<file path="config.mk">
export PLATFORM = sky130hd
export DESIGN_NAME = cau_queue
export DESIGN_NICKNAME = d
export VERILOG_FILES = /design/src/rtl/core/cau_pkg.sv /design/src/rtl/core/cau_queue.sv
export SDC_FILE = /design/constraint.sdc
export NUM_CORES = 1
export LEC_CHECK = 0
export BUFFER_PORTS_ARGS = -buffer_cell sky130_fd_sc_hd__buf_2
export CORE_UTILIZATION = 47
export DETAILED_ROUTE_END_ITERATION = 10
export PLACE_DENSITY = 0.73
export SYNTH_ARGS = -nofsm -noshare
export SYNTH_HDL_FRONTEND = slang
export SYNTH_SLANG_ARGS = --single-unit
</file>
<file path="constraint.sdc">
create_clock -name clk_i -period 7 [get_ports clk_i]
set_input_delay 1.05 -clock clk_i [delete_from_list [all_inputs] [get_ports clk_i]]
set_output_delay 1.05 -clock clk_i [all_outputs]
set_load 0.02 [all_outputs]
</file>
<file path="src/rtl/core/cau_pkg.sv">
package cau_pkg;

  localparam int DW     = 32;      // operand and result word width
  localparam int PW     = 2 * DW;  // exact product width
  localparam int QB     = DW + 1;  // quotient bits produced by the divider
  localparam int LAT    = QB;      // latency of the divide and root pipelines
  localparam int QDEPTH = 2;       // entries in the front-to-back queue
  localparam int QAW    = $clog2(QDEPTH);

  typedef enum logic [2:0] {
    FN_ADD  = 3'd0,
    FN_MUL  = 3'd1,
    FN_CONJ = 3'd2,
    FN_MAG  = 3'd3,
    FN_DIV  = 3'd4
  } cau_func_e;

  // Work class decided by the front end.
  typedef enum logic [2:0] {
    CLS_NOP,
    CLS_ADD,
    CLS_MUL,
    CLS_CONJ,
    CLS_MAG,
    CLS_DIV,
    CLS_DZ
  } cau_cls_e;

  typedef struct packed {
    logic [2:0]           func;
    logic signed [DW-1:0] a_re;
    logic signed [DW-1:0] a_im;
    logic signed [DW-1:0] b_re;
    logic signed [DW-1:0] b_im;
  } cau_in_t;

  typedef struct packed {
    logic signed [DW-1:0] res_re;
    logic signed [DW-1:0] res_im;
    logic                 saturated;
    logic                 div_by_zero;
  } cau_out_t;

  typedef struct packed {
    cau_cls_e             cls;
    logic signed [DW-1:0] a_re;
    logic signed [DW-1:0] a_im;
    logic signed [DW-1:0] b_re;
    logic signed [DW-1:0] b_im;
  } cau_cmd_t;

endpackage

</file>
<file path="src/rtl/core/cau_queue.sv">
module cau_queue (
  input  logic              clk_i,
  input  logic              rst_ni,
  input  logic              push_i,
  input  cau_pkg::cau_cmd_t data_i,
  output logic              full_o,
  input  logic              pop_i,
  output logic              valid_o,
  output cau_pkg::cau_cmd_t data_o
);
  import cau_pkg::*;

  cau_cmd_t       mem_q [QDEPTH];
  logic [QAW-1:0] wr_ptr_q, rd_ptr_q;
  logic [QAW:0]   cnt_d, cnt_q;

  assign full_o  = cnt_q == (QAW+1)'(QDEPTH);
  assign valid_o = cnt_q != '0;
  assign data_o  = mem_q[rd_ptr_q];

  always_comb begin
    cnt_d = cnt_q;
    if (push_i && !pop_i) begin
      cnt_d = cnt_q + 1'b1;
    end else if (pop_i && !push_i) begin
      cnt_d = cnt_q - 1'b1;
    end
  end

  always_ff @(posedge clk_i or negedge rst_ni) begin
    if (!rst_ni) begin
      wr_ptr_q <= '0;
      rd_ptr_q <= '0;
      cnt_q    <= '0;
    end else begin
      cnt_q <= cnt_d;
      if (push_i) begin
        wr_ptr_q <= (wr_ptr_q == QAW'(QDEPTH - 1)) ? '0 : wr_ptr_q + 1'b1;
      end
      if (pop_i) begin
        rd_ptr_q <= (rd_ptr_q == QAW'(QDEPTH - 1)) ? '0 : rd_ptr_q + 1'b1;
      end
    end
  end

  always_ff @(posedge clk_i) begin
    if (push_i) begin
      mem_q[wr_ptr_q] <= data_i;
    end
  end

  a_no_overflow: assert property (@(posedge clk_i) disable iff (!rst_ni)
    push_i && full_o |-> pop_i)
    else $error("queue written while full");
  a_no_underflow: assert property (@(posedge clk_i) disable iff (!rst_ni)
    pop_i |-> valid_o)
    else $error("queue read while empty");

endmodule

</file>
# == Word level (Yosys, flattened, before mapping) ==
# Memory sizes are Yosys's and may differ from the RTL's.
# Cells that the tools add are included.
# totals
n_memories,1
inputBits,135
ramBits,262
wordCells,21
ff_bits,4
# op_classes
add_sub_neg,4
reduce_logical,6
n_eq_ne,1
mux,6
# mem_list
memory,depth,word_bits,rd,rd_ports_with_merged_regs,wr,line_no,text
mem_q,2,131,1,0,1,cau_queue.sv:13,cau_cmd_t mem_q [QDEPTH];
# op_table
op,count
$mux 1,4
$mux 2,2
$reduce_bool 2->1,2
$add 1x1->1 const B,2
$add 2x1->2 const B,1
$eq 2x2->1 const B,1
$logic_and 1x1->1,2
$logic_not 1->1,2
$sub 2x1->2 const B,1

# == Depth between registers and ports, before layout ==
# logic_depth
word_depth,4
ltp_mapped,5
ltp_nobuf,5

# == Least setup slack after synthesis ==
# OpenSTA, ideal clock, no wires.
# synth_timing
kind,input -> register
start,input port push_i
end,"memory mem_q[0][0] (netlist bit), enable pin"
path_stages,1
arrival_ps,6726
setup_slack_ps,-365
setup_time_ps,638
n_path_buf,0
t_required_ps,6362
path_cell_list,nor2b_1
# synth_via
elab_chain_len,2
# synth_lines
item,line_no,text
start: declaration,cau_queue.sv:4,"input logic push_i,"
$mux 1,cau_queue.sv:47,if (push_i) begin
$mux 1 (implied by the code),cau_queue.sv:48,mem_q[wr_ptr_q] <= data_i;
end: declaration,cau_queue.sv:13,
# No other way between the ends.

==> key figures <==
Routing
  – Total wire length: roughly 18,000 um
  – Initial DRC Count: about 200
  – Via density: between 4 and 5
  – Drt drc: 0
  – Vias: between 4,000 and 5,000
  – Drt wl/cell: around 18 um
  – ANT nets after route: 0
  – Pre-antenna DRT Iters: 4

Setup path
  – Critical Path Start Type: flop
  – Slowest CP cell: dfrtp_4
  – Critical path class: reg2out
  – CP Capture Type: output pin
  – Slack of the worst reg-to-reg path: between 4000 and 5000 ps
  – Delay of the slowest critical-path stage: 990 ps
  – Reg-to-reg endpoint: mem_q[1][77]
  – R2r startpoint: wr_ptr_q
  – Worst R2R Path Depth: 2
  – CP max FO: 61
  – Cell family with most CP delay: flip-flops
  – Critical Path RT: just under 6000 ps
  – Buffers & Inverters on Critical Path: 2
  – Worst path cell trace: buf_4 -> mux2_2 -> buf_2
  – Crit path DAT: 3040 ps

Logic synthesis
  – Seq/Total Area, Yosys: between 70% and 80%
  – Top FF cell, synth: edfxtp_1
  – Most common library cells after synthesis: edfxtp_1 (262), mux2_4 (80), mux2_2 (51), buf_6 (9), buf_2 (5)
  – Syn nets: 560
  – Ys Warns: 0
  – Mapped Area: ~10000 um^2
  – Post-synth ARST share: approximately 1.5%
  – Avg Cell Area, Syn: approximately 24 um^2
  – Syn Inst Count: 424
  – Post-synth EDFFs: about 260
  – Seq cells post-synth: roughly 270
  – Distinct cells, synth: 15
  – Post-synth top area share: 78.89%
  – Most frequent cell after synthesis: edfxtp_1
  – Area leader, netlist: edfxtp_1
  – Most area-consuming cells after synthesis: edfxtp_1 (79%), mux2_4 (12%), mux2_2 (5.8%)

Clock network
  – CTS-repair resized insts: 0
  – Worst-path clk slew: roughly 60 ps
  – Worst-case clock buffer depth: 3
  – Htree depth: 1
  – Clk sinks: roughly 270
  – Insertion delay to the later sink of the worst-skew pair: 520 ps
  – Number of setup buffers added after CTS: 0
  – Root Buffer: clkbuf_16
  – CTS Buf Count: 27
  – Hold buffer count at CTS: 0
  – CTS tree: built

Floorplan
  – Initial Util: between 40% and 50%
  – Die ar.: about 22,000 um^2
  – Core ar.: between 20,000 and 25,000 um^2
  – Row count: 52
  – Die Span Y: between 100 and 150 um
  – I/O pin cnt: between 200 and 300
  – Die span in x: between 100 and 150 um

Placement
  – Worst slack, placed: 3417 ps
  – Inst Count DP: 950
  – Port Buffers: roughly 270
  – Routability cong.: 0.7231
  – DP Wirelength: 12,030 um

Pwr
  – Clock power frac: a little over a quarter
  – Switching part of the total power: 30.67%
  – Reg power frac: a little over two fifths
  – Combinational power share: approximately a third
  – Pwr/cell area: between 400 and 500 nW/um^2
  – Max IR drop VDD: just under 300 uV
  – Leakage: 4.921 nW
  – NetSw: 1.646 mW
  – Internal Power: approximately 3.7 mW

STA
  – Max Transition Viols Final: 0
  – Clock skew: between 10 and 15 ps
  – RSZ-0062 raised after global routing: no
  – Final setup fails: 0
  – Endpoints failing hold: 0
  – Worst rel slew slack: 25.73%
  – Final worst setup slack: 2911 ps
  – Achievable Freq: between 200 and 250 MHz
  – Tcrit/Tclk final: between 50% and 60%
  – Fin Setup TNS: 0 ps
  – Post-route minimum period: 4089 ps
  – Pin slew with the least headroom to its limit: between 1000 and 1500 ps

Worst hold path
  – Hold crit path type: in2async

Outcome
  – Status: finished clean

Final layout
  – Filler cells: about 1,500
  – Finished Layout Cells: ~1,000
  – Final #Nets: 845
  – Layout cells sized above 1: approximately 60%
  – Synth-to-Final Area Change: 24.90%

GRT
  – Vias in the first global route: approximately 5,200
  – Initial antenna violation count: 3
  – Largest net degree at the start of global routing: 98
  – GRT Total Usage: roughly 16%
  – First-pass GRT wire length: 27,360 um
  – Grt ovf: 0

Run
  – Max Cap Viol: 0
==> per-layer routing <==
layer,vias up,routed length [um],GRT usage [%]
li1,2256,-,-
met1,2407,7202,19.24
met2,231,8737,27.76
met3,40,1617,5.802
met4,4,540,5.052
met5,-,25,0
==> worst reg2reg max path: stages (launching register included) <==
cell and delay (ps):
dfrtp_1 410, and2_4 820, buf_4 780
==> final cells by class <==
type | count | area [um^2] | area share (%)
Tap cell | 270 | 337.8 | 2.712
Clock buffer | 40 | 764.5 | 6.137
Sequential cell | 266 | 7971 | 63.99
Timing Repair Buffer | 271 | 1379 | 11.07
Antenna cell | 1 | 2.502 | 0.02009
Inverter | 1 | 3.754 | 0.03013
Clock inverter | 10 | 127.6 | 1.025
Multi-Input combinational cell | 142 | 1871 | 15.02
==> cell families (layout without fill, tap and decap cells) <==
family,after synthesis,in the layout,share of synthesized area [%]
simple gates,5,5,0.2886
buf+inv,16,322,1.455
fa+ha+maj,1,1,0.1254
mux,131,131,17.80
flops,266,266,79.89
xor+xnor,5,5,0.4391
other cells,0,1,0
==> layout by cell type, fill, tap and decap left out, drive strengths merged <==
cell type and n:
ha 1, xor2 4, clkinv 5, and2 1, mux2 131, nor2b 2, or2 1, edfxtp 262
clkbuf 40, xnor2 1, diode 1, inv 3, buf 271, dfrtp 4, bufinv 3, nor2 1
==> power groups by stage <==
stage	registers, mW	logic, mW	clock network, mW
after CTS	2.27	1.71	1.45
after detailed placement	2.31	1.70	0
after global routing	2.30	1.79	1.51
after floorplan	2.24	1.33	0
after global placement	2.29	1.68	0
final	2.27	1.69	1.41
==> state kept, by name, indices dropped and copies added (netlist names) <==
name and count:
wr_ptr_q 1, mem_q 262, rd_ptr_q 1, cnt_q 2
==> worst max-delay path by stage <==
| stage | slack, ps | end | startpoint | cells after the start |
|---|---|---|---|---|
| after global placement | 3460 | data_o[9] | rd_ptr_q | 3 |
| final | 2910 | data_o[5] | rd_ptr_q | 3 |
| after CTS | 2840 | data_o[5] | rd_ptr_q | 3 |
| after floorplan | 2100 | mem_q[0][0] | push_i | 1 |
| after detailed placement | 3420 | data_o[15] | rd_ptr_q | 3 |
| after global routing | 2730 | data_o[5] | rd_ptr_q | 3 |
==> stage by stage <==
step / util [%] / power (mW) / hold slack (ps) / cell area, um^2
after floorplan: - / 3.564 / 447.4 / 9976
after global placement: 56.42 / 3.963 / 464.1 / 11560
after detailed placement: 56.42 / 4.010 / 495.6 / 11560
after CTS: 60.77 / 5.433 / 308.7 / 12450
after global routing: 60.77 / 5.590 / 302.2 / 12450
final: 60.78 / 5.368 / 328.2 / 12460
(Power assumes the default switching activity.)
