<file path="config.mk">
export PLATFORM = sky130hd
export DESIGN_NAME = cau_front
export DESIGN_NICKNAME = d
export VERILOG_FILES = /design/src/rtl/core/cau_pkg.sv /design/src/rtl/core/cau_front.sv
export SDC_FILE = /design/constraint.sdc
export NUM_CORES = 1
export LEC_CHECK = 0
export CORE_MARGIN = 10
export CORE_UTILIZATION = 50
export CTS_CLUSTER_DIAMETER = 60
export CTS_CLUSTER_SIZE = 24
export DETAILED_ROUTE_END_ITERATION = 8
export DONT_BUFFER_PORTS = 1
export GPL_TIMING_DRIVEN = 0
export PLACE_DENSITY = 0.72
export RECOVER_POWER = 100
export SLEW_MARGIN = 20
export SYNTH_ARGS = -nofsm -noshare
export SYNTH_HDL_FRONTEND = slang
export SYNTH_SLANG_ARGS = --single-unit
</file>
<file path="constraint.sdc">
create_clock -name clk_i -period 10 [get_ports clk_i]
set_input_delay 0.5 -clock clk_i [delete_from_list [all_inputs] [get_ports clk_i]]
set_output_delay 0.5 -clock clk_i [all_outputs]
set_load 0.01 [all_outputs]
</file>
<file path="src/rtl/core/cau_pkg.sv">
package cau_pkg;

  localparam int DW     = 32;      // operand and result word width
  localparam int PW     = 2 * DW;  // exact product width
  localparam int QB     = DW + 1;  // quotient bits produced by the divider
  localparam int LAT    = QB;      // latency of the divide and root pipelines
  localparam int QDEPTH = 2;       // entries in the front-to-back queue
  localparam int QAW    = $clog2(QDEPTH);

  typedef enum logic [2:0] {
    FN_ADD  = 3'd0,
    FN_MUL  = 3'd1,
    FN_CONJ = 3'd2,
    FN_MAG  = 3'd3,
    FN_DIV  = 3'd4
  } cau_func_e;

  // Work class decided by the front end.
  typedef enum logic [2:0] {
    CLS_NOP,
    CLS_ADD,
    CLS_MUL,
    CLS_CONJ,
    CLS_MAG,
    CLS_DIV,
    CLS_DZ
  } cau_cls_e;

  typedef struct packed {
    logic [2:0]           func;
    logic signed [DW-1:0] a_re;
    logic signed [DW-1:0] a_im;
    logic signed [DW-1:0] b_re;
    logic signed [DW-1:0] b_im;
  } cau_in_t;

  typedef struct packed {
    logic signed [DW-1:0] res_re;
    logic signed [DW-1:0] res_im;
    logic                 saturated;
    logic                 div_by_zero;
  } cau_out_t;

  typedef struct packed {
    cau_cls_e             cls;
    logic signed [DW-1:0] a_re;
    logic signed [DW-1:0] a_im;
    logic signed [DW-1:0] b_re;
    logic signed [DW-1:0] b_im;
  } cau_cmd_t;

endpackage

</file>
<file path="src/rtl/core/cau_front.sv">
module cau_front (
  input  logic              clk_i,
  input  logic              rst_ni,
  input  logic              start_i,
  output logic              busy_o,
  input  cau_pkg::cau_in_t  req_i,
  input  logic              full_i,
  output logic              push_o,
  output cau_pkg::cau_cmd_t cmd_o
);
  import cau_pkg::*;

  cau_cmd_t cmd_d, cmd_q;
  logic     vld_d, vld_q;
  logic     accept;
  logic     b_zero;

  assign busy_o = vld_q && full_i;
  assign push_o = vld_q && !full_i;
  assign accept = start_i && !busy_o;
  assign cmd_o  = cmd_q;
  assign b_zero = (req_i.b_re == '0) && (req_i.b_im == '0);

  always_comb begin
    cmd_d.a_re = req_i.a_re;
    cmd_d.a_im = req_i.a_im;
    cmd_d.b_re = req_i.b_re;
    cmd_d.b_im = req_i.b_im;
    unique case (cau_func_e'(req_i.func))
      FN_ADD:  cmd_d.cls = CLS_ADD;
      FN_MUL:  cmd_d.cls = CLS_MUL;
      FN_CONJ: cmd_d.cls = CLS_CONJ;
      FN_MAG:  cmd_d.cls = CLS_MAG;
      FN_DIV:  cmd_d.cls = b_zero ? CLS_DZ : CLS_DIV;
      default: cmd_d.cls = CLS_NOP;
    endcase
  end

  always_comb begin
    vld_d = vld_q;
    if (accept) begin
      vld_d = 1'b1;
    end else if (push_o) begin
      vld_d = 1'b0;
    end
  end

  always_ff @(posedge clk_i or negedge rst_ni) begin
    if (!rst_ni) begin
      vld_q <= 1'b0;
    end else begin
      vld_q <= vld_d;
    end
  end

  always_ff @(posedge clk_i) begin
    if (accept) begin
      cmd_q <= cmd_d;
    end
  end

endmodule

</file>
Word level (Yosys, flattened, before mapping)
Index checks and enable logic that the tools add are counted.
Widths: inputs -> output; s select.
{"block": "totals", "word_cells": 24, "output_inout_bits": 133, "reg_bits": 132}
{"block": "op_classes", "eq_ne": 4, "reduce_logical": 10, "muxes": 4}
{"cell": "$logic_not 32->1", "count": 2}
{"cell": "$pmux 3 s5", "count": 1}
{"cell": "$eq 3x2->1 const B", "count": 2}
{"cell": "$logic_and 1x1->1", "count": 4}
{"cell": "$eq 3x1->1 const B", "count": 1}
{"cell": "$eq 3x3->1 const B", "count": 1}
{"cell": "$logic_not 3->1", "count": 1}
{"cell": "$logic_not 1->1", "count": 2}
{"cell": "$mux 1", "count": 2}
{"cell": "$mux 2", "count": 1}
{"cell": "$reduce_bool 2->1", "count": 1}

Depth between registers and ports, before layout
Gate-level depths: netlist of the first run.
{"block": "depth", "depth_word": 4, "mapped_depth": 4, "mapped_depth_nobuf": 4}

Worst setup path before layout of the first run
No wires, ideal clock.
{"block": "synth_timing", "path_kind": "in2reg", "start": "input full_i", "end": "register cmd_q (netlist bit cmd_o[0]), enable pin", "setup_slack_ns": 2.872, "required_ns": 9.362, "t_arrival_ns": 6.490, "cell_stages": 2, "path_buffers": 0, "path_cell_list": "and2_1 nor2b_1"}
{"block": "synth_via", "elab_chain_cells": 3}
{"item": "start, declared", "line": "cau_front.sv:7", "text": "input logic full_i,"}
{"item": "$logic_and 1x1->1", "line": "cau_front.sv:18", "text": "assign busy_o = vld_q && full_i;"}
{"item": "$logic_not 1->1", "line": "cau_front.sv:20", "text": "assign accept = start_i && !busy_o;"}
{"item": "$logic_and 1x1->1", "line": "cau_front.sv:20"}
{"item": "via accept", "line": "cau_front.sv:15", "text": "logic accept;"}
{"item": "end signal, assigned", "line": "cau_front.sv:58", "text": "cmd_q <= cmd_d;"}
{"item": "end, declared", "line": "cau_front.sv:13", "text": "cau_cmd_t cmd_d, cmd_q;"}
The timed path passes the listed nets, and every way through them passes these cells.
A chain may end at the register's enable or synchronous reset.

Worst setup path after layout of the first run
{"block": "layout_timing", "start": "register vld_q", "end": "register cmd_q (netlist bit cmd_o[107]), enable pin"}
{"block": "layout_via", "elab_chain_cells": 3}
{"item": "start, declared", "line": "cau_front.sv:14", "text": "logic vld_d, vld_q;"}
{"item": "start signal, assigned", "line": "cau_front.sv:52", "text": "vld_q <= vld_d;"}
{"item": "$logic_and 1x1->1", "line": "cau_front.sv:18"}
{"item": "via busy_o", "line": "cau_front.sv:5", "text": "output logic busy_o,"}
{"item": "$logic_not 1->1", "line": "cau_front.sv:20"}
{"item": "$logic_and 1x1->1", "line": "cau_front.sv:20"}
{"item": "via accept", "line": "cau_front.sv:15"}
The timed path passes the listed nets, and every way through them passes these cells.

==> out/results.ini, run 1 <==
[die]
die-area_um2=12400
die_w_um=111
die_h_um=111
coreArea_um2=8180
start_util_pct=51.1
io_pins=268
row_count=33

[synth]
synth-seq-cells=132
syn_inst=166
synth_cell_type_count=14
ys_top_cells_by_area=edfxtp_1, nor4_1, dfrtp_1
yosysWarnings=0
synth_seq_area_share_pct=94.8
synth_top_area_share_pct=94.2
netlist_area_um2=4180
syn_avg_cell_area_um2=25.2
yosys.area.top_type=edfxtp_1
synthesis.nets=301

[global_routing]
grt_usage_pct=18.0
grt_first_pass_wirelength_um=16000
overflow=0
grt_pass1_vias=1983
grt_max_degree=37
antenna_found_initial=1

[route]
ant_nets=0
drt_wl_total_um=11500
wire_per_inst_um=37.4
drt_iter0_drc=129
route.detailed.drc=0
vias_per_cell=5.94
drt-pass1-iter-count=4
vias=1824

[worst_setup_path]
crit_start=vld_q
r2r-start=vld_q
cp_max_fo=36
critical_path_arrival_ns=5.36
cp_data_required_time_ns=10.07
start_kind=register
end_kind=register
worstSetupPathType=reg -> reg

[clock_network]
clk_latency_ns=0.49
post-cts-setup-buffers=0
cts_num_sinks=132
h-tree-depth=4
cts_buffer_depth=2
clk_root_buffer_cell=clkbuf_8
cts_tree=built
clkSlewWorstSetupHoldPaths_ns=0.06
numCtsBuffers=17

[sta]
setup_violations=0
min_period_ns=5.28
hold_viol=0
finalSetupTns_ns=0
relSlewSlack_pct=-20.4
grt_setup_unrepaired=false
slew_viol_final=105
fin_skew_ns=0.00641
period_share_pct=52.8
fmax_ghz=0.189
worstMarginPinSlew_ns=1.81

[min_path]
hold_path.class=in -> reg
worst_hold_startpoint=req_i[59]

[layout]
antennaDiodeCount=0
drive_above_1_share_pct=15.8
syn2layout_area_growth_pct=19.1
final_cells=307
nNetsFinal=325

[placement]
place_inst=275
port_buffers=0
place_hpwl_um=9180
place.gp.congestion=0.747

[pwr]
power_density_nw_per_um2=274
vdd_ir_drop_max_mv=0.127
p_leak_nw=1.62

[status]
violations=capacitance limit, slew limit
status=complete, but fails checks

[run]
cap_violations=3

-- through the flow --
| step | total power, mW | worst slack [ns] | hold slack (ns) | util, % | cell area (µm²) |
|---|---|---|---|---|---|
| floorplan | 0.701 | 2.87 | 0.204 | - | 4180 |
| global placement | 0.712 | 2.06 | 0.204 | 52.7 | 4310 |
| detailed placement | 0.714 | 7.87 | 0.204 | 53.9 | 4400 |
| CTS | 1.38 | 7.99 | 0.0668 | 61.9 | 5060 |
| global route | 1.41 | 4.20 | 0.0661 | 60.9 | 4980 |
| finish | 1.36 | 4.72 | 0.101 | 60.9 | 4980 |
-- cell usage in the layout (no fill, tap or decap), types with 2 or more instances in the layout --
| cell | n |
|---|---|
| edfxtp_1 | 131 |
| nor4_1 | 16 |
| clkbuf_16 | 16 |
| bufinv_16 | 6 |
| nand4_1 | 4 |
| clkinv_4 | 4 |
| clkbuf_1 | 4 |
| nand2_1 | 2 |
| nor2_1 | 2 |
| or2_2 | 2 |
| nor2b_1 | 2 |
| clkinv_1 | 2 |
-- flip-flops by register name, summed over array words and instances, names as in the netlist --
register and flops:
vld_q 1, cmd_o 131
-- synth_stat cells --
cell type,number
nor4_1,15
nor2_1,2
nor4_2,2
and2_1,1
nand4_1,4
or2_2,2
o21ai_0,1
o22ai_1,1
nand2_1,2
nor2b_1,2
dfrtp_1,1
a31o_1,1
xnor2_1,1
edfxtp_1,131
-- kinds of logic (layout without fill, tap and decap cells) --
group	after synthesis	in the layout	synth area share (%)
compound gates	3	3	0.479
xor+xnor	1	1	0.210
buf+inv	0	36	0
flops	132	132	94.8
simple gates	30	30	4.55
-- power breakdown --
part / switching [mW] / internal (mW)
combinational: 0.0148 / 0.00313
sequential: 0.0309 / 0.650
clock: 0.211 / 0.453
total: 0.256 / 1.11
-- what timing repair did --
action,CTS,global route
endpoints found under the hold margin,1,0
resized for setup,0,0
hold buffers,1,0
-- metal layers --
layer / GRT usage, % / part of all wire [%] / wire [µm] / vias to the layer above
li1: - / - / - / 744
met1: 17.3 / 31 / 3510 / 889
met2: 29.6 / 52 / 5940 / 179
met3: 12.9 / 16 / 1890 / 10
met4: 6.26 / 1.0 / 116 / 2
met5: 0 / 0.13 / 15 / -
-- critical path, stage by stage, from the launching register on --
cell	delay (ns)
dfrtp_1	0.38
and2_0	0.24
nor2b_1	0.67
clkbuf_1	0.95
clkbuf_1	1.23
clkbuf_1	1.38
-- final cells by class --
| class | instances | area, µm² |
|---|---|---|
| clock buffers | 17 | 414 |
| fillers | 582 | 3200 |
| multi-input cells | 34 | 213 |
| repair buffers | 5 | 25.0 |
| clock inverters | 14 | 235 |
| flip-flops and latches | 132 | 3960 |
| well taps | 105 | 131 |
-- final timing paths --
check                              to  slack (ns)  depth (start not counted)
max                        cmd_o[107]        4.72                          5
min                         cmd_o[59]        0.10                          0
max reg2reg                cmd_o[107]        4.72                          5
min reg2reg                     vld_q        0.83                          2
max in group asynchronous       vld_q        9.67                          1
min in group asynchronous       vld_q        0.23                          1
Power figures use the tool's default switching activity.
==> inputs of run 2 (changes only) <==
--- a/config.mk
+++ b/config.mk
@@ -5,6 +5,7 @@
 export SDC_FILE = /design/constraint.sdc
 export NUM_CORES = 1
 export LEC_CHECK = 0
+export ABC_AREA = 1
 export CORE_MARGIN = 10
 export CORE_UTILIZATION = 50
 export CTS_CLUSTER_DIAMETER = 60
==> constraint.sdc (replaced) <==
create_clock -name clk_i -period 5.45 [get_ports clk_i]
set_input_delay 0.2725 -clock clk_i [delete_from_list [all_inputs] [get_ports clk_i]]
set_output_delay 0.2725 -clock clk_i [all_outputs]
set_load 0.01 [all_outputs]
==> out/results.ini, run 2 <==
[synth]
netlist_area_um2=4280  ; +2.4%
synth_ff_type=edfxtp_1
syn_inst=213  ; +28%
yosys.area.top_type=edfxtp_1
synth_most_common_cell=edfxtp_1
synth_edf_count=131  ; unchanged
synth_seq_area_share_pct=92.6  ; -2.2 points
synth_cell_type_count=9  ; -5
syn_avg_cell_area_um2=20.1  ; -20%
async_flop_share_pct=0.758  ; unchanged
synth-seq-cells=132  ; unchanged
synth_top_area_share_pct=92.0  ; -2.2 points
ys_top_cells_by_area=edfxtp_1, nor2_1, nand2_1
yosysWarnings=0  ; unchanged
synthesis.nets=348  ; +16%
ys_top_cells_by_count=edfxtp_1, nor2_1, nand2_1

[clock_network]
clk_root_buffer_cell=clkbuf_8
post-cts-setup-buffers=0  ; unchanged
h-tree-depth=4  ; unchanged
cts_buffer_depth=2  ; unchanged
cts-hold-fix-buffers=101  ; +100
numCtsBuffers=17  ; unchanged
cts_resized=0  ; unchanged
cts_num_sinks=132  ; unchanged

[placement]
place.gp.congestion=0.716  ; -4.1%
port_buffers=0  ; unchanged
place_hpwl_um=8830  ; -3.9%
dp_slack_ns=3.34  ; -4.54 ns

[die]
row_count=33  ; unchanged
die_w_um=112  ; +0.96%
die_h_um=112  ; +0.96%
start_util_pct=51.8  ; +0.69 points
io_pins=268  ; unchanged

[status]
haltStage=clock tree synthesis
status=stopped before the end
error=[ERROR RSZ-0060] Max buffer count reached.

-- run 2: cell count changes after synthesis, sizes merged, moves of 2 or more --
cell   before  now
nand4       4    0
inv         0    4
a21oi       0    2
nand2       2   28
nor4       17    0
nor2        2   45
nor2b       2    0
-- run 2: cell families after synthesis --
family | count (synthesis) | share of synthesized area, %
buf+inv | 4 | 0.351
simple gates | 75 | 6.85
flops | 132 | 92.6
compound gates | 2 | 0.234
-- run 2: through the flow --
stage | utilization [%] | hold slack (ns) | cells | cell area [µm²]
after detailed placement | 54.6 | -0.0230 | 322 | 4510
after global placement | 53.4 | -0.0230 | 318 | 4410
after floorplan | - | -0.0231 | 213 | 4280
==> inputs of run 3 (changes only) <==
--- a/config.mk
+++ b/config.mk
@@ -7,13 +7,11 @@
 export LEC_CHECK = 0
 export ABC_AREA = 1
 export CORE_MARGIN = 10
-export CORE_UTILIZATION = 50
-export CTS_CLUSTER_DIAMETER = 60
-export CTS_CLUSTER_SIZE = 24
+export CORE_UTILIZATION = 35
 export DETAILED_ROUTE_END_ITERATION = 8
 export DONT_BUFFER_PORTS = 1
 export GPL_TIMING_DRIVEN = 0
-export PLACE_DENSITY = 0.72
+export PLACE_DENSITY_LB_ADDON = 0.15
 export RECOVER_POWER = 100
 export SLEW_MARGIN = 20
 export SYNTH_ARGS = -nofsm -noshare
==> out/results.ini, run 3 <==
[status]
status=stopped before the end
haltStage=clock tree synthesis
error=[ERROR RSZ-0060] Max buffer count reached.

[synth]
synth_top_area_share_pct=92.0  ; unchanged
synthesis.nets=348  ; unchanged
ys_top_cells_by_area=edfxtp_1, nor2_1, nand2_1
syn_avg_cell_area_um2=20.1  ; unchanged
yosysWarnings=0  ; unchanged
synth_edf_count=131  ; unchanged
yosys.area.top_type=edfxtp_1
syn_inst=213  ; unchanged
ys_top_cells_by_count=edfxtp_1, nor2_1, nand2_1
synth-seq-cells=132  ; unchanged
synth_cell_type_count=9  ; unchanged
async_flop_share_pct=0.758  ; unchanged
netlist_area_um2=4280  ; unchanged
synth_ff_type=edfxtp_1
synth_seq_area_share_pct=92.6  ; unchanged
synth_most_common_cell=edfxtp_1

[clock_network]
cts_buffer_depth=2  ; unchanged
post-cts-setup-buffers=0  ; unchanged
clk_root_buffer_cell=clkbuf_16
numCtsBuffers=17  ; unchanged
h-tree-depth=4  ; unchanged
cts-hold-fix-buffers=101  ; unchanged
cts_resized=0  ; unchanged
cts_num_sinks=132  ; unchanged

[die]
die_h_um=131  ; +16%
die_w_um=131  ; +16%
start_util_pct=35.6  ; -16 points
io_pins=268  ; unchanged
row_count=40  ; +21%

[placement]
dp_slack_ns=3.66  ; +0.325 ns
place_hpwl_um=8420  ; -4.6%
place.gp.congestion=0.702  ; -2.0%
port_buffers=0  ; unchanged

run 3: cell counts after synthesis:
Identical to the previous run, type by type.
run 3: through the flow:
stage	util, %	cells	hold slack (ns)	area, µm²	TNS (ns)
3_5_place_dp	38.2	365	-0.0230	4580	0
2_1_floorplan	-	213	-0.0231	4280	0
3_3_place_gp	37.2	360	-0.0230	4460	-14.57
run 3: logic make-up after synthesis:
logic type             Yosys count  share of synthesized area (%)
buffers and inverters            4                          0.351
DFF                            132                           92.6
AOI/OAI and AO/OA                2                          0.234
and+or+nand+nor                 75                           6.85
